--- config.mk ---
export PLATFORM = sky130hd
export DESIGN_NAME = spr_ctrl
export DESIGN_NICKNAME = d
export VERILOG_FILES = /design/src/hdl/spr_pkg.sv /design/src/hdl/spr_ctrl.sv
export SDC_FILE = /design/constraint.sdc
export NUM_CORES = 1
export LEC_CHECK = 0
export BUFFER_PORTS_ARGS = -buffer_cell sky130_fd_sc_hd__buf_2
export CORE_AREA = 2 2 39 41
export CTS_CLUSTER_DIAMETER = 120
export DETAILED_ROUTE_END_ITERATION = 8
export DIE_AREA = 0 0 41 43
export MAX_ROUTING_LAYER = met4
export SLEW_MARGIN = 10
export SYNTH_ARGS = -nofsm -noshare
export SYNTH_HDL_FRONTEND = slang
export SYNTH_SLANG_ARGS = --single-unit
--- constraint.sdc ---
create_clock -name clk -period 1.15 [get_ports clk]
set_clock_uncertainty 0.05 [all_clocks]
set_input_delay 0.23 -clock clk [delete_from_list [all_inputs] [get_ports clk]]
set_output_delay 0.23 -clock clk [all_outputs]
set_load 0.01 [all_outputs]
--- src/hdl/spr_pkg.sv ---
// ----------------------------------------------------------------------------
// spr_pkg
// Types, field widths, status codes and controller commands shared by the
// slotted page row store.
// ----------------------------------------------------------------------------
package spr_pkg;

  localparam int LEN_W   = 13;
  localparam int BYTE_W  = 8;
  localparam int SLOT_W  = 10;
  localparam int INDEX_W = 12;
  localparam int STAT_W  = 2;

  localparam logic [STAT_W-1:0] ST_OK       = 2'd0;
  localparam logic [STAT_W-1:0] ST_FULL     = 2'd1;
  localparam logic [STAT_W-1:0] ST_NO_SLOT  = 2'd2;
  localparam logic [STAT_W-1:0] ST_PAST_END = 2'd3;

  localparam logic REQ_INSERT = 1'b0;
  localparam logic REQ_READ   = 1'b1;

  typedef struct packed {
    logic               req_type;
    logic [LEN_W-1:0]   row_length;
    logic               row_first;
    logic [BYTE_W-1:0]  data_byte;
    logic [SLOT_W-1:0]  slot_number;
    logic [INDEX_W-1:0] byte_index;
  } in_item_t;

  typedef struct packed {
    logic [STAT_W-1:0] status;
    logic [BYTE_W-1:0] read_byte;
    logic [LEN_W-1:0]  length_of_row;
    logic [SLOT_W-1:0] assigned_slot;
  } out_item_t;

  typedef struct packed {
    logic latch_item;
    logic do_insert;
    logic rd_check;
    logic rd_finish;
  } spr_cmd_t;

  typedef struct packed {
    logic item_is_read;
  } spr_stat_t;

endpackage

--- src/hdl/spr_ctrl.sv ---
// ----------------------------------------------------------------------------
// spr_ctrl
// Sequencer: accepts an item, steps inserts and reads through the datapath.
// ----------------------------------------------------------------------------
module spr_ctrl
  import spr_pkg::*;
(
  input  logic      clk,
  input  logic      rst_n,
  input  logic      start,
  output logic      busy,
  input  spr_stat_t stat,
  output spr_cmd_t  cmd
);

  localparam logic [2:0] S_IDLE    = 3'd0;
  localparam logic [2:0] S_INSERT  = 3'd1;
  localparam logic [2:0] S_RD_SLOT = 3'd2;
  localparam logic [2:0] S_RD_PAGE = 3'd3;
  localparam logic [2:0] S_RD_DONE = 3'd4;

  logic [2:0] state_r;
  logic [2:0] state_nxt;

  always_comb begin
    state_nxt = state_r;
    cmd       = '0;
    case (state_r)
      S_IDLE: begin
        if (start) begin
          cmd.latch_item = 1'b1;
          state_nxt      = S_RD_SLOT;
        end
      end
      S_RD_SLOT: begin
        // item latched last edge; decide path here
        state_nxt = stat.item_is_read ? S_RD_PAGE : S_INSERT;
        if (!stat.item_is_read) begin
          cmd.do_insert = 1'b1;
          state_nxt     = S_IDLE;
        end
      end
      S_RD_PAGE: begin
        cmd.rd_check = 1'b1;
        state_nxt    = S_RD_DONE;
      end
      S_RD_DONE: begin
        cmd.rd_finish = 1'b1;
        state_nxt     = S_IDLE;
      end
      S_INSERT: begin
        state_nxt = S_IDLE;
      end
      default: begin
        state_nxt = S_IDLE;
      end
    endcase
  end

  always_ff @(posedge clk) begin
    if (!rst_n) begin
      state_r <= S_IDLE;
    end else begin
      state_r <= state_nxt;
    end
  end

  assign busy = (state_r != S_IDLE);

endmodule

==> impl_metrics.yaml, run 1 <==
outcome:
  status: "finished, violations left"
  violations: "setup timing"
synth:
  yosysWarnings: 0
  yosys.area.top_type: "dfxtp_1"
  postSynth.asyncResetShare: 0
  netlist_area_um2: 146
  synth_common_cells: "3 x dfxtp_1, 2 x nor3b_1"
  synth_cells: 14
  synth_area_per_cell_um2: 10.5
  synth.area.top_cells: "dfxtp_1 41%, nor3b_1 10%, or3_4 7.7%, and4b_1 6.8%, mux2i_1 6.8%"
  synth_edf_count: 0
  yosysMostFrequentCell: "dfxtp_1"
  yosysSeqAreaShare: 0.410
  synth_top_area_frac: 0.410
  syn-num-nets: 18
  netlist-cell-type-count: 11
  synth_seq_cells: 3
  ys.flop_type: "dfxtp_1"
critical_path:
  end_kind: "output pin"
  crit_fanout: 4
  crit_path_start_kind: "flip-flop"
  reg2reg_slack_ns: 0.11
  arrival_ns: 1.11
  cp.required_ns: 0.87
  timing.rr.start: "state_r[2]"
  crit_type: "flip-flop to output pin"
  timing.rr.end: "state_r[0]"
  ff2ff_path_depth: 3
clock_network:
  cts-root-buf: "clkbuf_4"
  path_clk_slew_ns: 0.03
  clock_latency_ns: 0.23
  clk_path_buf_depth: 2
  numClockSinks: 3
  h-tree-depth: 1
  cts_tree: "built"
  cts_inserted_buffers: 3
timing:
  min_period_ns: 1.39
  finalCritPeriodShare: 1.21
  hold_viol: 0
  worst_pin_slew_ns: 0.220
  grt_setup_unrepaired: "true"
  fin_ws_ns: -0.239
  clock.fmax_ghz: 0.720
  setup_tns_ns: -0.893
  whs_ns: 0.218
  slew_headroom: 0.852
  setup_viol: 5
  slew_violations: 0
route:
  drc: 0
  drtIter0Drc: 0
  drt_wl_total_um: 344
  wl_per_cell_um: 7.64
  num_vias: 153
  vias_per_cell: 3.40
  dr.pass1.iters: 1
  drtAntennaViolNets: 0
global_route:
  grt-ovfl-total: 0
  met2_usage: 0.0750
  grt_pass1_vias: 166
  grt_pass1_wl_um: 503
  top_usage_layer: "met4"
  antenna_found_initial: 0
  met1_usage: 0.0288
  met3_usage: 0
  grt_max_degree: 7
  grt_usage: 0.0493
power_and_ir_drop:
  power_density_nw_per_um2: 1260
  peakVddDrop_v: 0.000169
  p_leak_nw: 0.141
floorplan:
  die_y_um: 43
  rows: 14
  die_w_um: 41
  ioPinCount: 9
  die_area_um2: 1760
  core_um2: 1380
  start_util: 0.106
run:
  maxCapViolations: 0
cells_and_area:
  top_register: "state_r"
  final_util: 0.200
  fill_cells: 156
  drive_gt1_frac: 0.759
  largest_registers: "state_r: 3 flops"
  final_nets: 34
  multiInputGateArea_um2: 95.1
  fin_cells: 45
  area_growth_pct: 88.9
  largest_register_ffs: 3
  antenna_cells: 0
  seqCellArea_um2: 62.6
min_path:
  hp-start: "rst_n"
  hold_class: "input port to flip-flop"
  holdPathStages: 2
  hold_end: "state_r[2]"
placement:
  gp_congestion: 0.562
  port-buffer-count: 8
  dp_slack_ns: -0.0270
  dp.cells: 40
-- metal layers --
metal | vias to the layer above | routed length (um)
li1 | 79 | -
met1 | 69 | 115
met2 | 5 | 203
met3 | 0 | 25
met4 | 0 | 0
met5 | - | 0
-- critical path, cell delays in order (launching register included) --
cell	delay (ns)
dfxtp_2	0.32
or3_4	0.36
nor2_2	0.07
buf_2	0.12
-- how the worst max path moves through the flow --
stage,startpoint,to,slack (ns),depth (start not counted)
6_report,state_r[2],cmd[3],-0.24,3
3_3_place_gp,state_r[1],cmd[3],-0.02,3
5_1_grt,state_r[2],cmd[3],-0.29,3
2_1_floorplan,state_r[1],cmd[3],0.01,2
3_5_place_dp,state_r[1],cmd[3],-0.03,3
4_1_cts,state_r[0],cmd[3],-0.25,3
-- kinds of logic after synthesis --
kind of cell  synth area share
simple gates             0.496
flops                    0.410
mux                     0.0684
buf+inv                 0.0256
-- through the flow --
stage               total power, W  instance area, um2
global placement          0.000161                 221
CTS                       0.000361                 268
detailed placement        0.000161                 221
finish                    0.000349                 277
global route              0.000367                 277
floorplan                 0.000139                 146
-- layout by cell type, fill, tap and decap left out, drive strengths merged, types with 2 or more instances in the layout --
master  instances
buf            11
clkbuf          4
dfxtp           3
nor3b           2
-- final cells by class --
class	count	area share
clock buffer	4	0.0950
inverter	1	0.0136
multi-input combinational	10	0.344
sequential	3	0.226
tap	16	0.0724
timing repair buffer	11	0.249
-- timing repair --
item                                    in CTS  in global routing
endpoints found under the setup margin       5                  5
hold buffers                                 0                  0
hold endpoints to repair                     0                  0
resized for setup                            4                  2
buffers inserted                             1                  0
pin swaps                                    2                  0
-- power by group --
part	total, W	internal [W]	switching (W)
Combinational	0.0000534	0.0000316	0.0000218
Clock	0.000183	0.000130	0.0000526
Sequential	0.000113	0.000109	0.00000376
Total	0.000349	0.000271	0.0000782
(Power assumes the default switching activity.)
==> run 2, diff against run 1 <==
--- a/config.mk
+++ b/config.mk
@@ -6,11 +6,14 @@
 export NUM_CORES = 1
 export LEC_CHECK = 0
 export BUFFER_PORTS_ARGS = -buffer_cell sky130_fd_sc_hd__buf_2
+export CELL_PAD_IN_SITES_DETAIL_PLACEMENT = 1
+export CELL_PAD_IN_SITES_GLOBAL_PLACEMENT = 1
 export CORE_AREA = 2 2 39 41
 export CTS_CLUSTER_DIAMETER = 120
 export DETAILED_ROUTE_END_ITERATION = 8
 export DIE_AREA = 0 0 41 43
 export MAX_ROUTING_LAYER = met4
+export PLACE_DENSITY_LB_ADDON = 0.1
 export SLEW_MARGIN = 10
 export SYNTH_ARGS = -nofsm -noshare
 export SYNTH_HDL_FRONTEND = slang
==> impl_metrics.yaml, run 2 (synthesis gave the netlist of run 1 again) <==
outcome:
  status: "finished, violations left"
  violations: "setup timing"
global_route:
  grt_max_degree: 7
  grt_pass1_vias: 176
  grt_usage: 0.0768
  grt_pass1_wl_um: 779
  grt-ovfl-total: 0
  antenna_found_initial: 0
route:
  drtIter0Drc: 1
  drtAntennaViolNets: 0
  wl_met3_um: 69
  wl_per_cell_um: 10.2
  drt_wl_total_um: 457
  dr.pass1.iters: 2
  num_vias: 171
  wl_met1_um: 188
  vias_per_cell: 3.80
  route.met2.wl_um: 199
  highest_layer: "met3"
  drc: 0
clock_network:
  h-tree-depth: 1
  cts-root-buf: "clkbuf_4"
  cts_inserted_buffers: 3
  numClockSinks: 3
  clk_path_buf_depth: 2
  clock_latency_ns: 0.24
  cts_tree: "built"
  path_clk_slew_ns: 0.04
critical_path:
  path_cells: "or3_4 -> nor2_2 -> buf_2"
  arrival_ns: 1.13
  cpMaxStageDelayCell: "or3_4"
  ff2ff_path_depth: 3
  crit_fanout: 2
  cp.required_ns: 0.87
  crit_path_start_kind: "flip-flop"
  end_kind: "output pin"
  cp_slowest_stage_delay_ns: 0.39
  crit_type: "flip-flop to output pin"
cells_and_area:
  area_growth_pct: 91.5
  final_nets: 34
  final_util: 0.203
  mostFrequentLayoutCells: "7 x buf_2, 3 x clkbuf_4"
  fill_cells: 170
  largest_register_ffs: 3
  drive_gt1_frac: 0.759
  top_register: "state_r"
  multiInputGateArea_um2: 95.1
  largest_registers: "state_r: 3 flops"
  final_common_cell: "buf_2"
  seqCellArea_um2: 62.6
  antenna_cells: 0
power_and_ir_drop:
  p_leak_nw: 0.142
  power_density_nw_per_um2: 1290
  peakVddDrop_v: 0.000264
run:
  maxCapViolations: 0
floorplan:
  start_util: 0.106
  ioPinCount: 9
  die_y_um: 43
  rows: 14
  die_w_um: 41
  core_um2: 1380
  die_area_um2: 1760
timing:
  fin_ws_ns: -0.260
  hold_viol: 0
  setup_viol: 5
  finalCritPeriodShare: 1.23
  worst_pin_slew_ns: 0.280
  min_period_ns: 1.41
  clock.fmax_ghz: 0.709
  slew_headroom: 0.811
  grt_setup_unrepaired: "true"
  slew_violations: 0
  setup_tns_ns: -0.968
min_path:
  hold_class: "input port to flip-flop"
  holdPathStages: 2
placement:
  gp_congestion: 0.666
  port-buffer-count: 8
-- run 2: cell types whose count changed in the layout (fill, tap and decap cells not counted) --
cell   delta
buf_4     -1
buf_6     +1
-- run 2: what timing repair did --
item                                    in CTS  in global routing
setup buffers                                1                  0
pin swaps                                    2                  0
gates resized for setup                      5                  2
hold buffers                                 0                  0
endpoints found under the setup margin       5                  5
-- run 2: routing by layer --
layer	vias up	global-route usage
met4	0	0.0600
met1	77	0.0857
met5	-	-
li1	80	-
met3	0	0.0628
met2	14	0.0844
-- run 2: layout make-up --
| class | instances | share of cell area |
|---|---|---|
| inverter | 1 | 0.0134 |
| multi-input combinational | 10 | 0.339 |
| sequential | 3 | 0.223 |
| timing repair buffer | 11 | 0.259 |
| tap | 16 | 0.0714 |
| clock buffer | 4 | 0.0937 |
-- run 2: path summary, 6_finish.rpt --
kind              start         end  slack (ns)
max          state_r[0]      cmd[3]       -0.26
min               rst_n  state_r[2]        0.21
max reg2reg  state_r[1]  state_r[1]        0.17
min reg2reg  state_r[2]  state_r[1]        0.47
-- run 2: critical path: cells and delay by family (launching register included) --
kind | cells | cell delay (ns)
buffers and inverters | 1 | 0.12
AND/OR/NAND/NOR | 2 | 0.47
flip-flops | 1 | 0.30
-- run 2: where the power goes --
| group | internal, W | leakage, nW | switching (W) |
|---|---|---|---|
| Clock | 0.000131 | 0.0150 | 0.0000636 |
| Combinational | 0.0000306 | 0.102 | 0.0000241 |
| Sequential | 0.000109 | 0.0253 | 0.00000351 |
| Total | 0.000271 | 0.142 | 0.0000912 |
-- run 2: per-stage QoR --
step                area [um2]  worst slack (ns)  cells  total power (W)  hold slack [ns]
finish                     280            -0.260     45         0.000362            0.208
CTS                        272            -0.287     45         0.000373            0.199
global route               280            -0.321     45         0.000394            0.224
detailed placement         221           -0.0391     40         0.000164            0.409
global placement           221           -0.0236     40         0.000164            0.434
floorplan                  146            0.0122     14         0.000139            0.333
==> run 3, diff against run 2 <==
--- a/config.mk
+++ b/config.mk
@@ -14,6 +14,7 @@
 export DIE_AREA = 0 0 41 43
 export MAX_ROUTING_LAYER = met4
 export PLACE_DENSITY_LB_ADDON = 0.1
+export SETUP_SLACK_MARGIN = 0.3
 export SLEW_MARGIN = 10
 export SYNTH_ARGS = -nofsm -noshare
 export SYNTH_HDL_FRONTEND = slang
==> constraint.sdc (replaced) <==
create_clock -name clk -period 1.6 [get_ports clk]
set_clock_uncertainty 0.05 [all_clocks]
set_input_delay 0.32 -clock clk [delete_from_list [all_inputs] [get_ports clk]]
set_output_delay 0.32 -clock clk [all_outputs]
set_load 0.01 [all_outputs]
==> impl_metrics.yaml, run 3 (synthesis gave the netlist of run 1 again) <==
cells_and_area:
  largest_registers: "state_r: 3 flops"
  antenna_cells: 0
  largest_register_ffs: 3
  area_growth_pct: 97.4
  top_register: "state_r"
  mostFrequentLayoutCells: "7 x buf_2, 3 x clkbuf_4, 3 x buf_4, 3 x dfxtp_2"
  final_nets: 35
  drive_gt1_frac: 0.800
  stdcell_area_um2: 289
  final_common_cell: "buf_2"
critical_path:
  crit_type: "flip-flop to output pin"
  startpoint: "state_r[1]"
  crit_fanout: 3
  crit_path_start_kind: "flip-flop"
  cp.required_ns: 1.23
  timing.rr.start: "state_r[1]"
  arrival_ns: 1.13
  end_kind: "output pin"
timing:
  hold_viol: 0
  clock.fmax_ghz: 0.669
  setup_tns_ns: 0
  slew_headroom: 0.845
  whs_ns: 0.305
  slew_violations: 0
  min_period_ns: 1.50
  worst_pin_slew_ns: 0.229
  grt_setup_unrepaired: "true"
  finalCritPeriodShare: 0.934
  setup_viol: 0
  fin_ws_ns: 0.105
placement:
  dp_slack_ns: 0.312
  gp_congestion: 0.620
  port-buffer-count: 8
  placed_area_um2: 206
global_route:
  grt_max_degree: 8
  grt_pass1_wl_um: 703
  grt-ovfl-total: 0
  grt_usage: 0.0626
  antenna_found_initial: 0
  grt_pass1_vias: 167
route:
  wl_per_cell_um: 9.48
  drtAntennaViolNets: 0
  drtIter0Drc: 0
  drc: 0
  vias_per_cell: 3.59
  dr.pass1.iters: 1
  num_vias: 165
  drt_wl_total_um: 436
floorplan:
  rows: 14
  die_y_um: 43
  core_um2: 1380
  die_area_um2: 1760
  ioPinCount: 9
  die_w_um: 41
  start_util: 0.106
power_and_ir_drop:
  power_density_nw_per_um2: 891
  peakVddDrop_v: 0.000260
  pwr-share-clk: 0.517
  p_comb_frac: 0.164
  p_leak_nw: 0.147
  internal_power_w: 0.000198
  switching_power_w: 0.0000597
  seqPwrFrac: 0.318
  p_total_w: 0.000258
  netSwitchingFraction: 0.232
clock_network:
  path_clk_slew_ns: 0.04
  h-tree-depth: 1
  clk_path_buf_depth: 2
  numClockSinks: 3
  cts_inserted_buffers: 3
  cts-root-buf: "clkbuf_4"
  cts_tree: "built"
  clock_latency_ns: 0.23
run:
  maxCapViolations: 0
outcome:
  status: "completed"
min_path:
  hold_class: "input port to flip-flop"
  hp-start: "rst_n"
==> run 3: changes by cell type in the layout (fill, tap and decap cells not counted), sizes merged <==
cell	change
buf	+1
==> run 3: layer usage <==
metal / part of all wire / track usage / vias to the layer above
met5: 0 / - / -
met4: 0 / 0.0400 / 0
met3: 0.083 / 0.0366 / 0
met2: 0.47 / 0.0813 / 11
met1: 0.45 / 0.0703 / 73
li1: - / - / 81
==> run 3: critical path, stage by stage, from the launching register on <==
cell     delay (ns)
dfxtp_2        0.32
or3_4          0.38
nor2_2         0.07
buf_2          0.12
==> run 3: cell type report <==
| type | count | area, um2 |
|---|---|---|
| Timing Repair Buffer | 12 | 80.1 |
| Sequential cell | 3 | 63.8 |
| Inverter | 1 | 3.75 |
| Clock buffer | 4 | 26.3 |
| Fill cell | 163 | 1090 |
| Multi-Input combinational cell | 10 | 95.1 |
| Tap cell | 16 | 20.0 |
==> run 3: power groups by stage <==
stage          registers, W  clock network (W)  logic [W]
4_1_cts           0.0000821           0.000139  0.0000353
6_report          0.0000820           0.000133  0.0000423
3_3_place_gp      0.0000831                  0  0.0000305
5_1_grt           0.0000825           0.000153  0.0000453
2_1_floorplan     0.0000820                  0  0.0000180
3_5_place_dp      0.0000831                  0  0.0000303
==> run 3: timing repair <==
action,CTS,global route
setup buffers,2,2
gates resized for setup,5,3
setup endpoints to repair,5,5
pin swaps,2,1
hold buffers,0,0
==> run 3: final timing paths <==
check	end	slack [ns]	depth (start not counted)
worst max register to register	state_r[1]	0.45	5
worst min-delay path	state_r[2]	0.30	2
worst min register to register	state_r[1]	0.45	1
worst max-delay path	cmd[3]	0.10	3
==> run 3: per-stage QoR <==
step                instances   util
floorplan                  14      -
global placement           38  0.149
detailed placement         38  0.149
CTS                        44  0.189
global route               46  0.209
finish                     46  0.209
